[src/lrcp_pkg.sv]
// Shared types and constants for the letter repeat code packer.
// Used by the encoder, the result queue and the top level; no dependencies.
package lrcp_pkg;

   // Character codes seen on the input beat
   localparam logic [7:0] CHAR_NUL  = 8'h00;
   localparam logic [7:0] CHAR_NL   = 8'h0a;
   localparam logic [7:0] CHAR_A    = 8'h61;
   localparam logic [7:0] CHAR_J    = 8'h6a;
   localparam logic [7:0] NO_LETTER = 8'hff;

   // Code emitted for a repeated letter
   localparam logic [1:0] REPEAT_CODE = 2'b11;

   // Bits in one packed byte
   localparam int unsigned BYTE_BITS = 8;

   // Default depth of the result queue (must be at least 2)
   localparam int unsigned RSP_DEPTH_DEFAULT = 4;

   // One result beat
   typedef struct packed {
      logic [BYTE_BITS-1:0] code_byte;
      logic                 aborted;
      logic                 final_of_message;
      logic                 last_of_run;
   } result_type;

   // Results produced by one input beat, in order
   typedef struct packed {
      logic [1:0] count;
      result_type first;
      result_type second;
   } push_type;

endpackage

[src/lrcp_encoder.sv]
// Packing state and per-beat encode logic of the letter repeat code packer.
// Depends on lrcp_pkg; emits up to two results per fired beat.
module lrcp_encoder (
   input  logic                   clock,
   input  logic                   reset,
   input  logic                   fire,
   input  logic [7:0]             char_in,
   input  logic                   message_end,
   output lrcp_pkg::push_type     push
);
   import lrcp_pkg::*;

   logic [7:0] previous_letter_ff, previous_letter_in;
   logic [7:0] pending_bits_ff, pending_bits_in;
   logic [2:0] fill_count_ff, fill_count_in;
   logic       abort_flag_ff, abort_flag_in;

   logic       skip_char;
   logic       bad_char;
   logic       repeat_letter;
   logic [3:0] code;
   logic [7:0] acc;
   logic [3:0] fill_sum;
   logic       have_full;
   logic [7:0] full_byte;
   logic [7:0] carry_byte;
   logic       flush;
   result_type full_res;
   result_type flush_res;
   result_type abort_res;

   // Classify the character and build its code
   always_comb begin
      skip_char     = (char_in == CHAR_NUL) || (char_in == CHAR_NL);
      bad_char      = !skip_char && ((char_in < CHAR_A) || (char_in > CHAR_J));
      repeat_letter = (char_in == previous_letter_ff);
      code          = 4'(char_in - CHAR_A + 8'd1);
   end

   // Merge the code into the partial byte and split off a full byte
   always_comb begin
      acc = pending_bits_ff;
      if (repeat_letter) begin
         acc      = acc | ({6'd0, REPEAT_CODE} << (3'd6 - fill_count_ff));
         fill_sum = {1'b0, fill_count_ff} + 4'd2;
      end else begin
         if (fill_count_ff <= 3'd4) begin
            acc = acc | ({4'd0, code} << (3'd4 - fill_count_ff));
         end else begin
            acc = acc | ({4'd0, code} >> (fill_count_ff - 3'd4));
         end
         fill_sum = {1'b0, fill_count_ff} + 4'd4;
      end
      have_full  = fill_sum[3];
      full_byte  = acc;
      // low 2 bits of a straddling code open the next byte
      carry_byte = (fill_sum[2:0] == 3'd2) ? {code[1:0], 6'd0} : 8'd0;
   end

   // Next state and results
   always_comb begin
      previous_letter_in = previous_letter_ff;
      pending_bits_in    = pending_bits_ff;
      fill_count_in      = fill_count_ff;
      abort_flag_in      = abort_flag_ff;
      push               = '0;
      flush              = 1'b0;
      abort_res          = '{code_byte: 8'd0, aborted: 1'b1,
                             final_of_message: 1'b1, last_of_run: 1'b1};
      full_res           = '{code_byte: full_byte, aborted: 1'b0,
                             final_of_message: 1'b0, last_of_run: 1'b1};
      flush_res          = '{code_byte: pending_bits_ff, aborted: 1'b0,
                             final_of_message: 1'b1, last_of_run: 1'b1};

      if (fire) begin
         if (abort_flag_ff) begin
            // ignore beats until the message ends
         end else if (bad_char) begin
            push.count = 2'd1;
            push.first = abort_res;
            abort_flag_in = 1'b1;
         end else if (skip_char) begin
            flush = (fill_count_ff != 3'd0);
            if (message_end && flush) begin
               push.count = 2'd1;
               push.first = flush_res;
            end
         end else begin
            if (!repeat_letter) begin
               previous_letter_in = char_in;
            end
            pending_bits_in = have_full ? carry_byte : acc;
            fill_count_in   = fill_sum[2:0];
            flush           = (fill_sum[2:0] != 3'd0);
            flush_res.code_byte = pending_bits_in;
            if (message_end) begin
               if (have_full && flush) begin
                  push.count = 2'd2;
                  full_res.last_of_run = 1'b0;
                  push.first  = full_res;
                  push.second = flush_res;
               end else if (have_full) begin
                  push.count = 2'd1;
                  full_res.final_of_message = 1'b1;
                  push.first = full_res;
               end else if (flush) begin
                  push.count = 2'd1;
                  push.first = flush_res;
               end
            end else if (have_full) begin
               push.count = 2'd1;
               push.first = full_res;
            end
         end

         // return to the idle state at every message end
         if (message_end) begin
            previous_letter_in = NO_LETTER;
            pending_bits_in    = 8'd0;
            fill_count_in      = 3'd0;
            abort_flag_in      = 1'b0;
         end
      end
   end

   // Hold the packing state
   always_ff @(posedge clock) begin
      if (reset) begin
         previous_letter_ff <= NO_LETTER;
         pending_bits_ff    <= 8'd0;
         fill_count_ff      <= 3'd0;
         abort_flag_ff      <= 1'b0;
      end else begin
         previous_letter_ff <= previous_letter_in;
         pending_bits_ff    <= pending_bits_in;
         fill_count_ff      <= fill_count_in;
         abort_flag_ff      <= abort_flag_in;
      end
   end

endmodule

[src/lrcp_rsp_queue.sv]
// Result queue of the letter repeat code packer: takes up to two results a
// cycle from the encoder and hands them out one beat at a time. Uses lrcp_pkg.
module lrcp_rsp_queue #(
   parameter int unsigned DEPTH = lrcp_pkg::RSP_DEPTH_DEFAULT
) (
   input  logic                   clock,
   input  logic                   reset,
   input  lrcp_pkg::push_type     push,
   output logic                   room_for_two,
   output logic                   rsp_tvalid,
   input  logic                   rsp_tready,
   output lrcp_pkg::result_type   rsp_result
);
   import lrcp_pkg::*;

   localparam int unsigned PtrWidth = (DEPTH > 1) ? $clog2(DEPTH) : 1;
   localparam int unsigned CntWidth = $clog2(DEPTH + 1);

   result_type           entries [DEPTH];
   logic [PtrWidth-1:0]  wr_ptr_ff, wr_ptr_in;
   logic [PtrWidth-1:0]  rd_ptr_ff, rd_ptr_in;
   logic [CntWidth-1:0]  count_ff, count_in;
   logic [PtrWidth-1:0]  wr_ptr_next;
   logic [PtrWidth-1:0]  wr_ptr_next2;
   logic                 pop;

   // Wrap a pointer at the queue depth
   function automatic logic [PtrWidth-1:0] bump(input logic [PtrWidth-1:0] ptr);
      return (ptr == PtrWidth'(DEPTH - 1)) ? '0 : ptr + PtrWidth'(1);
   endfunction

   // Pointer and count bookkeeping
   always_comb begin
      pop          = rsp_tvalid && rsp_tready;
      wr_ptr_next  = bump(wr_ptr_ff);
      wr_ptr_next2 = bump(wr_ptr_next);
      case (push.count)
         2'd1:    wr_ptr_in = wr_ptr_next;
         2'd2:    wr_ptr_in = wr_ptr_next2;
         default: wr_ptr_in = wr_ptr_ff;
      endcase
      rd_ptr_in = pop ? bump(rd_ptr_ff) : rd_ptr_ff;
      count_in  = count_ff + CntWidth'(push.count) - CntWidth'(pop);
   end

   // Advance pointers and count
   always_ff @(posedge clock) begin
      if (reset) begin
         wr_ptr_ff <= '0;
         rd_ptr_ff <= '0;
         count_ff  <= '0;
      end else begin
         wr_ptr_ff <= wr_ptr_in;
         rd_ptr_ff <= rd_ptr_in;
         count_ff  <= count_in;
      end
   end

   // Store pushed results in order
   always_ff @(posedge clock) begin
      if (push.count != 2'd0) begin
         entries[wr_ptr_ff] <= push.first;
      end
      if (push.count == 2'd2) begin
         entries[wr_ptr_next] <= push.second;
      end
   end

   assign room_for_two = (count_ff <= CntWidth'(DEPTH - 2));
   assign rsp_tvalid   = (count_ff != '0);
   assign rsp_result   = entries[rd_ptr_ff];

endmodule

[src/letter_repeat_code_packer_core.sv]
// Top level of the letter repeat code packer: input register, encoder and
// result queue. Depends on lrcp_pkg, lrcp_encoder and lrcp_rsp_queue.
//
// Takes one character per beat and packs a..j into 4-bit codes (a=1..j=10),
// or the 2-bit code 11 when a letter repeats the one before; NUL and newline
// are skipped. Codes fill bytes MSB first and each full byte is sent out;
// the beat with tlast flushes a partial byte padded with zeros. Any other
// character ends the message with one result flagged aborted, and later beats
// are dropped until tlast. One input beat is taken per cycle while the queue has
// room: the beat is registered, encoded once the queue can take its results,
// and its results land in a queue that drains one result per cycle while the
// result side is ready, so a result passes the input register and the queue
// before it shows on the output. A beat that ends a message can give two results; the input
// stalls only while the queue has fewer than two free slots, which depends
// on how fast the result side takes beats.
module letter_repeat_code_packer_core #(
   parameter int unsigned RSP_DEPTH = lrcp_pkg::RSP_DEPTH_DEFAULT
) (
   input  logic       clock,
   input  logic       reset,
   // Input beats
   input  logic       req_tvalid,
   output logic       req_tready,
   input  logic [7:0] req_tdata,   // [7:0] char_in
   input  logic       req_tlast,   // message_end
   // Result beats
   output logic       rsp_tvalid,
   input  logic       rsp_tready,
   output logic [7:0] rsp_tdata,   // [7:0] code_byte
   output logic [1:0] rsp_tuser,   // [0] aborted, [1] last_of_run
   output logic       rsp_tlast    // final_of_message
);
   import lrcp_pkg::*;

   logic       in_valid_ff, in_valid_in;
   logic [7:0] in_char_ff, in_char_in;
   logic       in_end_ff, in_end_in;
   logic       room_for_two;
   logic       fire;
   push_type   push;
   result_type rsp_result;

   // Encode the registered beat when the queue can take its results
   assign fire       = in_valid_ff && room_for_two;
   assign req_tready = !in_valid_ff || room_for_two;

   // Input register: load on accept, drop once encoded
   always_comb begin
      in_valid_in = in_valid_ff;
      in_char_in  = in_char_ff;
      in_end_in   = in_end_ff;
      if (req_tready) begin
         in_valid_in = req_tvalid;
         in_char_in  = req_tdata;
         in_end_in   = req_tlast;
      end
   end

   always_ff @(posedge clock) begin
      if (reset) begin
         in_valid_ff <= 1'b0;
      end else begin
         in_valid_ff <= in_valid_in;
      end
   end

   always_ff @(posedge clock) begin
      in_char_ff <= in_char_in;
      in_end_ff  <= in_end_in;
   end

   lrcp_encoder u_encoder (
      .clock       (clock),
      .reset       (reset),
      .fire        (fire),
      .char_in     (in_char_ff),
      .message_end (in_end_ff),
      .push        (push)
   );

   lrcp_rsp_queue #(
      .DEPTH (RSP_DEPTH)
   ) u_rsp_queue (
      .clock        (clock),
      .reset        (reset),
      .push         (push),
      .room_for_two (room_for_two),
      .rsp_tvalid   (rsp_tvalid),
      .rsp_tready   (rsp_tready),
      .rsp_result   (rsp_result)
   );

   assign rsp_tdata = rsp_result.code_byte;
   assign rsp_tuser = {rsp_result.last_of_run, rsp_result.aborted};
   assign rsp_tlast = rsp_result.final_of_message;

   // An abort beat carries a zero byte and closes the message
   assert property (@(posedge clock) disable iff (reset)
      rsp_tvalid && rsp_tuser[0] |-> (rsp_tdata == 8'd0) && rsp_tlast && rsp_tuser[1])
      else $error("abort result malformed");

   // The final beat of a message is always the last of its input beat
   assert property (@(posedge clock) disable iff (reset)
      rsp_tvalid && rsp_tlast |-> rsp_tuser[1])
      else $error("final beat not last of run");

   // A held input beat stays put until the queue has room
   assert property (@(posedge clock) disable iff (reset)
      in_valid_ff && !room_for_two |=> in_valid_ff && $stable(in_char_ff)
         && $stable(in_end_ff))
      else $error("input register lost a beat");

   // Nothing is pushed unless a beat was encoded
   assert property (@(posedge clock) disable iff (reset)
      !fire |-> (push.count == 2'd0))
      else $error("push without encoded beat");

endmodule

[config.mk]
export PLATFORM = sky130hd
export DESIGN_NAME = letter_repeat_code_packer_core
export DESIGN_NICKNAME = d
export VERILOG_FILES = /design/src/lrcp_pkg.sv /design/src/lrcp_encoder.sv /design/src/lrcp_rsp_queue.sv /design/src/letter_repeat_code_packer_core.sv
export SDC_FILE = /design/constraint.sdc
export NUM_CORES = 1
export LEC_CHECK = 0
export BUFFER_PORTS_ARGS = -buffer_cell sky130_fd_sc_hd__buf_4
export CAP_MARGIN = 20
export CORE_ASPECT_RATIO = 0.6
export CORE_UTILIZATION = 32
export CTS_BUF_LIST = sky130_fd_sc_hd__clkbuf_4 sky130_fd_sc_hd__clkbuf_8
export DETAILED_ROUTE_END_ITERATION = 8
export GPL_TIMING_DRIVEN = 0
export SLEW_MARGIN = 20
export SYNTH_ARGS = -nofsm -noshare
export SYNTH_HDL_FRONTEND = slang
export SYNTH_SLANG_ARGS = --single-unit
[constraint.sdc]
create_clock -name clock -period 10.3 [get_ports clock]
set_input_delay 0.515 -clock clock [delete_from_list [all_inputs] [get_ports clock]]
set_output_delay 0.515 -clock clock [all_outputs]
set_load 0.02 [all_outputs]
==> out/qor.csv <==
stage,metric,value,unit
clocking,Sink Count,82,
clocking,total CTS buffers,9,
floorplanning,Die W,158,um
finish,Ant. Diodes,0,
clocking,clock buffer depth,2,
finish,# nets final,522,
synth,Synth area leader,edfxtp_1,
placed_design,Placer Congestion,0.950,
floorplanning,core area,13900,um^2
pwr,maximum VDD drop,0.0921,mV
finish,share of cells above drive strength 1,16.2,%
routing,drt pass-1 iters,5,
synth,sequential share of the synthesized area,45.8,%
worst_setup_path,CP arrival,5.28,ns
routing,Post-route DRC,0,
floorplanning,initial core utilization,33.4,%
finish,Layout area overhead,12.9,%
floorplanning,FP Rows,33,
clocking,Skew-Pair Late Insertion Delay,0.37,ns
synth,Cell variety after synth,66,
routing,wire per inst,18.8,um
finish,Seq. cell area,2130,um^2
floorplanning,Die Area,15000,um^2
worst_setup_path,end point of the critical path,u_rsp_queue.entries[2][9],
routing,Via density,5.65,
worst_setup_path,reg-to-reg critical path endpoint,u_rsp_queue.entries[2][9],
placed_design,DP HPWL,9.90,mm
sta,Hold WS,0.320,ns
sta,post-layout min period,5.19,ns
synth,Synth Instances,455,
worst_setup_path,WP data required,10.39,ns
sta,final setup TNS,0,ns
worst_setup_path,CP Capture Type,flip-flop,
routing,Post-DRT Antenna Nets,0,
worst_setup_path,worst reg2reg path depth,16,
synth,syn_nets,487,
synth,ys async rst share,0,%
global_routing,GRT overflow,0,
global_routing,GR Util All Layers,18.3,%
global_routing,vias in the first global route,3771,
clocking,clk slew on worst S/H paths,0.09,ns
clocking,Post-CTS Hold Fix Bufs,0,
pwr,Flop pwr share,46.7,%
pwr,Net Sw Power,0.000284,W
finish,area of the multi-input gates,2330,um^2
clocking,postcts setup bufs,0,
status,status,completed,
worst_setup_path,crit start category,flip-flop,
worst_setup_path,R2R setup slack,5.11,ns
worst_setup_path,Crit Path Class,reg -> reg,
global_routing,largest net degree at the start of global routing,16,
sta,achievable frequency,193,MHz
sta,Worst Slack Setup Final,5.11,ns
finish,fill cell count,1402,
routing,via count,3882,
pwr,leak pwr,1.79,nW
clocking,CTS tree,built,
clocking,Root Driver,clkbuf_8,
routing,Total Wirelength,12.9,mm
pwr,Pint,0.000568,W
sta,final hold violation count,0,
global_routing,first-pass GRT wire length,20.3,mm
clocking,cts repair resizes,0,
pwr,combinational share of power,27.8,%
floorplanning,chip height,95.4,um
sta,Worst Tran Pin Value,0.913,ns
synth,prevailing post-synth register cell,edfxtp_1,
global_routing,antenna violations before repair,0,
sta,relative slew slack,39.1,%
synth,syn_area_per_cell,10.2,um^2
clocking,H-tree depth,3,
placed_design,Inst Count DP,671,
sta,final setup fails,0,
placed_design,pre-CTS WS,5.32,ns
finish,Final Non-Filler Cells,687,
worst_setup_path,crit path from,in_char_ff[0],
synth,number of enable flip-flop cells after synthesis,49,
sta,Clock Skew,0.0111,ns
pwr,Clk pwr share,25.5,%
synth,count of state elements after synthesis,82,
worst_setup_path,worst r2r src,in_char_ff[0],
synth,YS warnings,0,
floorplanning,IO Count,26,
pwr,switching share of total power,33.4,%
sta,crit share post-route,50.4,%
sta,RSZ-0062 raised after global routing,false,
run,max-cap violation count,0,
routing,1st-iter DRT viols,362,
placed_design,port buffer count,24,
sta,"Slew Viols, Final",0,
synth,Synth Cell Area,4650,um^2
hold_path,worst hold-check path type,in -> reg,
pwr,power density cells,162,nW/um^2
synth,Synth top area share,31.6,%
synth,Synth area leaders,"edfxtp_1 32%, dfxtp_1 14%, mux4_2 5.3%",
finish,Post-Route Utilization,37.7,%
worst_setup_path,maximum fanout along the worst path,10,
-- placed cells by master, fill, tap and decap left out, drive strengths merged, types with 4 or more instances in the layout --
master	count
o21bai	6
mux4	11
a21oi	22
xnor2	10
mux2	5
nand2b	7
edfxtp	49
nand3	24
dfxtp	33
o22ai	28
nor2	44
inv	21
nor3	9
a211oi	6
o21ai	24
clkbuf	20
ha	18
or3	7
o221ai	4
buf	36
nor2b	4
nand2	39
and2	4
nor4	5
-- synthesized netlist by cell type, types with 3 or more instances --
cell        n
mux4_2     11
clkbuf_1   11
nor2b_1     4
nor3_1      8
a22oi_1     3
nand3_1    24
xnor2_1    10
and2_1      4
a31oi_1     3
o21ai_0    20
a2bb2oi_1   3
a21oi_1    22
nor2_1     42
and4b_1     3
nor4_1      4
o22ai_1    28
nand2_1    39
a21o_1      3
ha_1       18
o21ai_1     4
edfxtp_1   49
a211oi_1    4
dfxtp_1    33
nand2b_1    7
buf_2       8
o21bai_1    6
mux2_2      5
mux2i_1     3
o211ai_1    3
or3_1       7
inv_1      18
o221ai_1    4
-- sequential cells by signal, indices dropped and copies added, names as in the netlist, 2 cells and up, named ones only --
| signal | flops |
|---|---|
| u_encoder.pending_bits_ff | 8 |
| u_rsp_queue.rd_ptr_ff | 2 |
| u_rsp_queue.entries | 44 |
| u_rsp_queue.count_ff | 3 |
| u_encoder.fill_count_ff | 2 |
| in_char_ff | 8 |
| u_rsp_queue.wr_ptr_ff | 2 |
| u_encoder.previous_letter_ff | 8 |
-- routing by layer --
layer | GRT usage [%] | wire, um | vias to the layer above
met1 | 28.0 | 6340 | 1881
met3 | 3.59 | 1270 | 15
met4 | 4.53 | 146 | 0
met5 | 0 | 0 | -
li1 | - | - | 1795
met2 | 25.8 | 5150 | 191
-- final cells by class --
type,instances,share of cell area [%]
plain buffers,23,2.19
clock buffers,9,2.36
clock inverters,7,1.02
inverters,19,1.36
multi-input cells,331,44.4
flip-flops and latches,82,40.6
well taps,192,4.58
repair buffers,24,3.43
-- power by group through the flow --
stage,clock network [W],registers (W),logic [W]
3_3_place_gp,0,0.000405,0.000233
3_5_place_dp,0,0.000406,0.000238
4_1_cts,0.000220,0.000399,0.000239
2_1_floorplan,0,0.000400,0.000166
5_1_grt,0.000233,0.000404,0.000261
6_report,0.000217,0.000398,0.000237
-- kinds of logic after synthesis --
kind of cell | Yosys count | share of synthesized area [%]
XOR/XNOR | 12 | 2.26
AO/OA/AOI/OAI | 121 | 17.4
multiplexers | 19 | 7.18
adder cells (fa/ha/maj) | 19 | 5.27
AND/OR/NAND/NOR | 160 | 18.1
buffers and inverters | 42 | 4.01
flip-flops | 82 | 45.8
-- critical path, cell delays in order (launching register included) --
cell and delay (ns):
edfxtp_1 0.39, buf_2 0.22, xnor2_1 0.20, nand4_1 0.30, o21ai_0 0.55, and2_1 0.33, inv_1 0.07, ha_1 0.28
or2_2 0.29, a31o_2 0.24, o21a_1 0.24, inv_2 0.14, ha_1 0.26, clkbuf_1 0.36, a21oi_1 0.23, a2bb2oi_1 0.58
o221ai_1 0.23
-- stage by stage --
step | cell area, um^2 | power (W)
final | 5250 | 0.000852
after detailed placement | 5070 | 0.000645
after global placement | 5070 | 0.000637
after CTS | 5250 | 0.000858
after global routing | 5250 | 0.000897
after floorplan | 4650 | 0.000566
-- worst min-delay path by stage --
| stage | cells after the start | endpoint | from |
|---|---|---|---|
| CTS | 1 | in_char_ff[0] | req_tdata[0] |
| global placement | 1 | u_encoder.previous_letter_ff[6] | u_encoder.previous_letter_ff[6] |
| global route | 1 | in_char_ff[0] | req_tdata[0] |
| floorplan | 1 | u_encoder.previous_letter_ff[5] | u_encoder.previous_letter_ff[5] |
| finish | 1 | in_char_ff[0] | req_tdata[0] |
| detailed placement | 1 | u_encoder.previous_letter_ff[6] | u_encoder.previous_letter_ff[6] |
Power figures use the tool's default switching activity.
